<file path="src/hw/rtl/pimp_pkg.sv">
// Package for the point-in-multipolygon test: widths, register codes and the
// structs that travel between pipeline stages. No dependencies.
package pimp_pkg;

    localparam int COORD_BITS        = 32;
    localparam int LAT_BITS          = COORD_BITS - 1;
    localparam int DIFF_W            = COORD_BITS + 1;
    localparam int PROD_W            = 2 * DIFF_W;
    localparam int CROSS_W           = PROD_W + 1;
    localparam int MIN_RING_VERTICES = 4;
    localparam int CNT_W             = $clog2(MIN_RING_VERTICES + 1);
    localparam int TOL_W             = 20;
    localparam int CFG_IDX_W         = 2;
    localparam logic [TOL_W-1:0] TOL_RESET = TOL_W'(10000);

    typedef enum logic [CFG_IDX_W-1:0] {
        CFG_QUERY_LON = 2'd0,
        CFG_QUERY_LAT = 2'd1,
        CFG_EDGE_TOL  = 2'd2
    } t_cfg_idx;

    // offsets of the query point against both edge ends, plus the edge vector
    typedef struct packed {
        logic signed [DIFF_W-1:0] ex_a;
        logic signed [DIFF_W-1:0] ex_b;
        logic signed [DIFF_W-1:0] ey_a;
        logic signed [DIFF_W-1:0] ey_b;
        logic signed [DIFF_W-1:0] dbx;
        logic signed [DIFF_W-1:0] dby;
    } t_edge_diff;

    typedef struct packed {
        logic signed [CROSS_W-1:0] xprod;
        logic                      in_box;
        logic                      cross_y;
        logic                      up;
    } t_edge_res;

    typedef struct packed {
        logic start;
        logic end_ring;
        logic end_poly;
        logic end_feat;
        logic outer;
        logic short_ring;
    } t_ctl;

endpackage

</file>
<file path="src/hw/rtl/pimp_vtx_track.sv">
// Vertex tracker: ring start/close bookkeeping and an offset register for each
// edge unit. Depends on pimp_pkg.
module pimp_vtx_track import pimp_pkg::*; (
    input  logic                  i_clk,
    input  logic                  i_rst_n,
    input  logic                  i_acc,
    input  logic [COORD_BITS-1:0] i_vertex_lon,
    input  logic [LAT_BITS-1:0]   i_vertex_lat,
    input  logic                  i_first_in_ring,
    input  logic                  i_last_in_ring,
    input  logic                  i_outer_ring,
    input  logic                  i_last_in_polygon,
    input  logic                  i_last_in_feature,
    input  logic [COORD_BITS-1:0] i_query_lon,
    input  logic [LAT_BITS-1:0]   i_query_lat,
    output t_edge_diff            o_diff1,
    output t_edge_diff            o_diff2,
    output t_ctl                  o_ctl
);

    logic [COORD_BITS-1:0] r_first_lon, r_prev_lon;
    logic [LAT_BITS-1:0]   r_first_lat, r_prev_lat;
    logic [CNT_W-1:0]      r_cnt, n_cnt;
    t_edge_diff            r_diff1, r_diff2, n_diff1, n_diff2;
    t_ctl                  r_ctl, n_ctl;

    logic                     start, end_ring, end_poly;
    logic [CNT_W-1:0]         cnt_base, cnt_inc;
    logic signed [DIFF_W-1:0] qx, qy, vx, vy, px, py, fx, fy;

    function automatic logic signed [DIFF_W-1:0] ext_lon(input logic [COORD_BITS-1:0] v);
        return {{(DIFF_W-COORD_BITS){v[COORD_BITS-1]}}, v};
    endfunction

    function automatic logic signed [DIFF_W-1:0] ext_lat(input logic [LAT_BITS-1:0] v);
        return {{(DIFF_W-LAT_BITS){v[LAT_BITS-1]}}, v};
    endfunction

    function automatic t_edge_diff mk_diff(
        input logic signed [DIFF_W-1:0] x, input logic signed [DIFF_W-1:0] y,
        input logic signed [DIFF_W-1:0] ax, input logic signed [DIFF_W-1:0] ay,
        input logic signed [DIFF_W-1:0] bx, input logic signed [DIFF_W-1:0] by);
        t_edge_diff d;
        d.ex_a = x - ax;
        d.ex_b = x - bx;
        d.ey_a = y - ay;
        d.ey_b = y - by;
        d.dbx  = bx - ax;
        d.dby  = by - ay;
        return d;
    endfunction

    always_comb begin
        end_poly = i_last_in_polygon | i_last_in_feature;
        end_ring = i_last_in_ring | end_poly;
        start    = i_first_in_ring | (r_cnt == '0);
        cnt_base = start ? '0 : r_cnt;
        cnt_inc  = (cnt_base < CNT_W'(MIN_RING_VERTICES)) ? cnt_base + 1'b1 : cnt_base;
        n_cnt    = end_ring ? '0 : cnt_inc;

        qx = ext_lon(i_query_lon);
        qy = ext_lat(i_query_lat);
        vx = ext_lon(i_vertex_lon);
        vy = ext_lat(i_vertex_lat);
        px = ext_lon(r_prev_lon);
        py = ext_lat(r_prev_lat);
        fx = start ? vx : ext_lon(r_first_lon);
        fy = start ? vy : ext_lat(r_first_lat);

        n_diff1 = mk_diff(qx, qy, px, py, vx, vy);
        n_diff2 = mk_diff(qx, qy, vx, vy, fx, fy);

        n_ctl.start      = start;
        n_ctl.end_ring   = end_ring;
        n_ctl.end_poly   = end_poly;
        n_ctl.end_feat   = i_last_in_feature;
        n_ctl.outer      = i_outer_ring;
        n_ctl.short_ring = cnt_inc < CNT_W'(MIN_RING_VERTICES);
    end

    always_ff @(posedge i_clk) begin
        if (!i_rst_n) begin
            r_cnt       <= '0;
            r_first_lon <= '0;
            r_first_lat <= '0;
            r_prev_lon  <= '0;
            r_prev_lat  <= '0;
        end else if (i_acc) begin
            r_cnt      <= n_cnt;
            r_prev_lon <= i_vertex_lon;
            r_prev_lat <= i_vertex_lat;
            if (start) begin
                r_first_lon <= i_vertex_lon;
                r_first_lat <= i_vertex_lat;
            end
        end
    end

    always_ff @(posedge i_clk) begin
        if (i_acc) begin
            r_diff1 <= n_diff1;
            r_diff2 <= n_diff2;
            r_ctl   <= n_ctl;
        end
    end

    assign o_diff1 = r_diff1;
    assign o_diff2 = r_diff2;
    assign o_ctl   = r_ctl;

endmodule

</file>
<file path="config.mk">
export PLATFORM = sky130hd
export DESIGN_NAME = pimp_vtx_track
export DESIGN_NICKNAME = d
export VERILOG_FILES = /design/src/hw/rtl/pimp_pkg.sv /design/src/hw/rtl/pimp_vtx_track.sv
export SDC_FILE = /design/constraint.sdc
export NUM_CORES = 1
export LEC_CHECK = 0
export BUFFER_PORTS_ARGS = -buffer_cell sky130_fd_sc_hd__buf_2
export CAP_MARGIN = 15
export CORE_MARGIN = 5
export CORE_UTILIZATION = 52
export CTS_CLUSTER_DIAMETER = 100
export CTS_CLUSTER_SIZE = 10
export DETAILED_ROUTE_END_ITERATION = 8
export PLACE_DENSITY = 0.77
export SYNTH_ARGS = -nofsm -noshare
export SYNTH_HDL_FRONTEND = slang
export SYNTH_SLANG_ARGS = --single-unit
</file>
<file path="constraint.sdc">
create_clock -name i_clk -period 4.6 [get_ports i_clk]
set_clock_uncertainty 0.1 [all_clocks]
set_input_delay 0 -clock i_clk [delete_from_list [all_inputs] [get_ports i_clk]]
set_output_delay 0 -clock i_clk [all_outputs]
set_load 0.02 [all_outputs]
</file>
After elaboration in Yosys (flattened, before gate mapping) --
Cells that the tools add are included. Widths: inputs -> output; s select.
Cells by class: $add $sub $neg 11, magnitude comparators 2, multiplexer cells 5, bitwise operators 3, reduce and logical (&&, ||, !) cells 2
Operator list (number):
- $sub 32x32->33 | 3
- $sub 31x31->32 | 3
- $mux 33 | 2
- $sub 31x33->33 | 1
- $sub 32x33->33 | 1
- $sub 33x31->33 | 1
- $sub 33x32->33 | 1
- $mux 3 | 3
- $lt 3x3->1 const B | 2
- $add 3x1->3 const B | 1
- $logic_not 3->1 | 1
- $or 1x1->1 | 3
- $reduce_and 2->1 | 1
Storage, ports and cells: bits in registers 465, input port bits 134, output and inout bits 402, logic and storage cells 44

Longest topological paths before layout --
word-level depth 6, depth in mapped cells 18, mapped depth without buffers 17

Worst setup path before layout --
OpenSTA, ideal clock, no wires.
path type reg-to-reg, from reg r_cnt[2], to reg r_diff2, in the netlist o_diff2[154], data pin, library setup time 263 ps, data arrival time 4024 ps, setup slack 213 ps, stages on the path, launching flop included 18, path buffers 2, cell sequence dfxtp_1 nor3_1 nor2_1 clkbuf_1 clkbuf_1 nand2_1 o21ai_0 inv_1 fa_1 a211o_1 o211ai_2 o2bb2ai_2 o22ai_2 a221o_1 a311o_2 a221o_1 a21oi_2 xnor2_1
RTL lines:
- from (decl) | line pimp_vtx_track.sv:23 | logic [CNT_W-1:0] r_cnt, n_cnt;
- from (signal assigned) | line pimp_vtx_track.sv:89 | r_cnt <= n_cnt;
- to (signal assigned) | line pimp_vtx_track.sv:102 | r_diff2 <= n_diff2;
- to (decl) | line pimp_vtx_track.sv:24 | t_edge_diff r_diff1, r_diff2, n_diff1, n_diff2;

==> results_dict.tcl <==
set metrics [dict create \
    syn-num-nets 3903 \
    cp_max_fo 12 \
    via_count 27999 \
    finalWeightedCongestion 0.954 \
    clkLatencyLatePin_ns 0.60 \
    fin_crit_ns 4.34 \
    grt_pass1_vias 27151 \
    synth-async-reset-ratio 0 \
    htree_num_levels 2 \
    drtPass1Iterations 5 \
    cts-root-buf "clkbuf_16" \
    hold_end "o_ctl[2]" \
    holdCritStartpoint "i_last_in_feature" \
    hold_class "primary input to flop" \
    final.period_utilization 0.944 \
    synthCells 3443 \
    p_sw_mw 4.84 \
    slew_violations 0 \
    status "completed" \
    viasPerCell 5.66 \
    synth_area_mm2 0.0322 \
    seq_area_frac_synth 0.390 \
    r2r_slack_ns 0.26 \
    setup-tns-final_ns 0 \
    post-cts-setup-buffers 0 \
    fp-row-count 91 \
    tightest_slew_ns 1.03 \
    die_y_um 259 \
    slowest_delay_ns 0.46 \
    p_seq_frac 0.389 \
    ant_nets 0 \
    core-area_mm2 0.0616 \
    synth_top_area_frac 0.310 \
    p_leak_nw 17.1 \
    grt_pass1_wl_mm 147 \
    drc_errors 0 \
    ys_ff_latch 462 \
    rsz0062_at_grt "false" \
    crit_chain "nor3_2, nor2_4, o21ai_0, ha_1, inv_1, fa_1, a211o_1, o211ai_2, o2bb2ai_2, o22ai_2, a221o_1, a311o_2, a221o_1, a21oi_2, xnor2_1" \
    irDropWorstVdd_mv 0.287 \
    ff2ff_path_depth 15 \
    combPwrFrac 0.334 \
    avgSynthCellArea_um2 9.36 \
    rr_endpoint "o_diff2[154]" \
    worstSetupPathType "flop to flop" \
    crit_top_cell "a221o_1" \
    synth_edf_count 333 \
    swShare 0.348 \
    synth_top_area_cell "edfxtp_1" \
    cts-buffers-inserted 52 \
    synthTopCellsByArea "edfxtp_1, ha_1, dfxtp_1" \
    initialDrtViolationCount 2174 \
    fin_util 0.627 \
    yosysWarnings 0 \
    worstReg2RegStart "r_cnt[2]" \
    slowest_stage "fa_1" \
    cts_tree "done" \
    crit_path_end_kind "flop" \
    dieArea_mm2 0.0671 \
    holdPathStages 2 \
    wirelength_mm 95.9 \
    fillers 5088 \
    gr-usage-all-layers 0.272 \
    power_density_mw_per_mm2 360 \
    antenna_found_initial 4 \
    worstPathArrival_ns 4.58 \
    syn2layout_area_growth_pct 19.8 \
    hold_violations 0 \
    drive_above_1_share 0.154 \
    die_w_um 259 \
    start_kind "flop" \
    synthFlopType "edfxtp_1" \
    timing.fmax_ghz 0.230 \
    yosysMostFrequentCell "nand2_1" \
    cts_buffer_depth 3 \
    start_util 0.523 \
    p_clk_frac 0.277 \
    cts_sinks 462 \
    required_ns 4.83 \
    intPower_mw 9.08 \
    grt_max_degree 162 \
    io_buffers 535 \
    wire_per_inst_um 19.4 \
    io-pin-count 536 \
    yosysUniqueCellTypes 78 \
    setup_viol 0 \
    maxCapViolCount 0 \
    grt_overflow 0 \
    path_clk_slew_ns 0.06 \
    dpl.hpwl_mm 73.1 \
    nets 4529 \
    synth_common_cells "nand2_1, edfxtp_1, ha_1" \
    slew_headroom 0.312 \
]
## repair_timing
| action | 4_1_cts | 5_1_grt |
|---|---|---|
| resized for setup | 0 | 7 |
| setup endpoints to repair | 0 | 10 |
| hold buffers | 186 | 0 |
| endpoints found under the hold margin | 391 | 0 |
## cells by family after synthesis
family,count (synthesis),synth area share
simple gates,920,0.133
buf+inv,442,0.0597
compound gates,972,0.198
mux,65,0.0202
fa+ha+maj,326,0.129
xor+xnor,256,0.0696
flops,462,0.390
## critical path, delay by kind of cell (launching register included)
family,cells,cell delay [ns]
XOR/XNOR,1,0.08
adder cells (fa/ha/maj),2,0.70
AO/OA/AOI/OAI,9,2.44
buffers and inverters,1,0.07
AND/OR/NAND/NOR,2,0.36
flip-flops,1,0.33
## per-layer routing
metal,track usage,share of wire,routed length (um)
met3,0.0379,0.069,6640
met1,0.347,0.41,39100
met4,0.0986,0.039,3700
met5,0,0,0
met2,0.473,0.48,46500
## metrics by stage
stage                     setup slack, ns  std cells  total power, mW  area, um2  hold WS [ns]
after global placement              0.221       4666             9.86      35200        0.0779
final                               0.258       4949             13.9      38600        0.0723
after global routing               0.0157       4949             14.6      38600        0.0502
after detailed placement            0.117       4666             9.91      35200        0.0815
after CTS                           0.111       4946             13.9      38600       0.00143
after floorplan                     0.213       3443             8.56      32200      -0.00113
## power groups by stage
stage          Clock (mW)  Sequential, mW  Combinational [mW]
2_1_floorplan           0            5.99                2.57
3_3_place_gp            0            5.49                4.37
3_5_place_dp            0            5.49                4.42
4_1_cts              3.92            5.41                4.59
5_1_grt              4.09            5.45                5.02
6_report             3.85            5.42                4.65
## state kept, by name, summed over array words and instances, names as in the netlist
name / flops
o_diff2: 197
r_first_lon: 32
o_diff1: 130
r_prev_lon: 32
r_first_lat: 31
o_ctl: 6
r_cnt: 3
r_prev_lat: 31
## cells in the final DEF (no fill, tap or decap), drive strengths merged, types with 38 or more instances in the layout
cell type | Yosys | routed
nor2 | 191 | 191
a21oi | 236 | 236
dlygate4sd3 | 0 | 186
ha | 316 | 316
mux2i | 65 | 65
nand2 | 357 | 357
nor2b | 109 | 109
xor2 | 88 | 88
dfxtp | 129 | 129
edfxtp | 333 | 333
buf | 78 | 549
a21o | 151 | 151
clkbuf | 85 | 93
o21ai | 203 | 203
nand3 | 54 | 54
nor3 | 52 | 52
o21bai | 38 | 38
o21a | 56 | 56
a21boi | 76 | 76
xnor2 | 168 | 168
inv | 279 | 279
## layout make-up
class | instances | area (um2) | area share
multi-input combinational | 2539 | 17800 | 0.460
sequential | 462 | 12600 | 0.326
clock buffer | 93 | 1490 | 0.0385
tap | 837 | 1050 | 0.0271
antenna | 3 | 7.51 | 0.000194
inverter | 279 | 1050 | 0.0271
timing repair buffer | 735 | 4690 | 0.121
clock inverter | 1 | 8.76 | 0.000227
## worst max path at each step
stage	from	endpoint	slack, ns	depth (start not counted)
detailed placement	r_cnt[2]	o_diff2[98]	0.12	16
floorplan	r_cnt[2]	o_diff2[154]	0.21	17
finish	r_cnt[2]	o_diff2[154]	0.26	15
global placement	r_cnt[2]	o_diff2[98]	0.22	16
CTS	r_cnt[2]	o_diff2[98]	0.11	16
global route	r_cnt[2]	o_diff2[162]	0.02	17
Power figures use the tool's default switching activity.
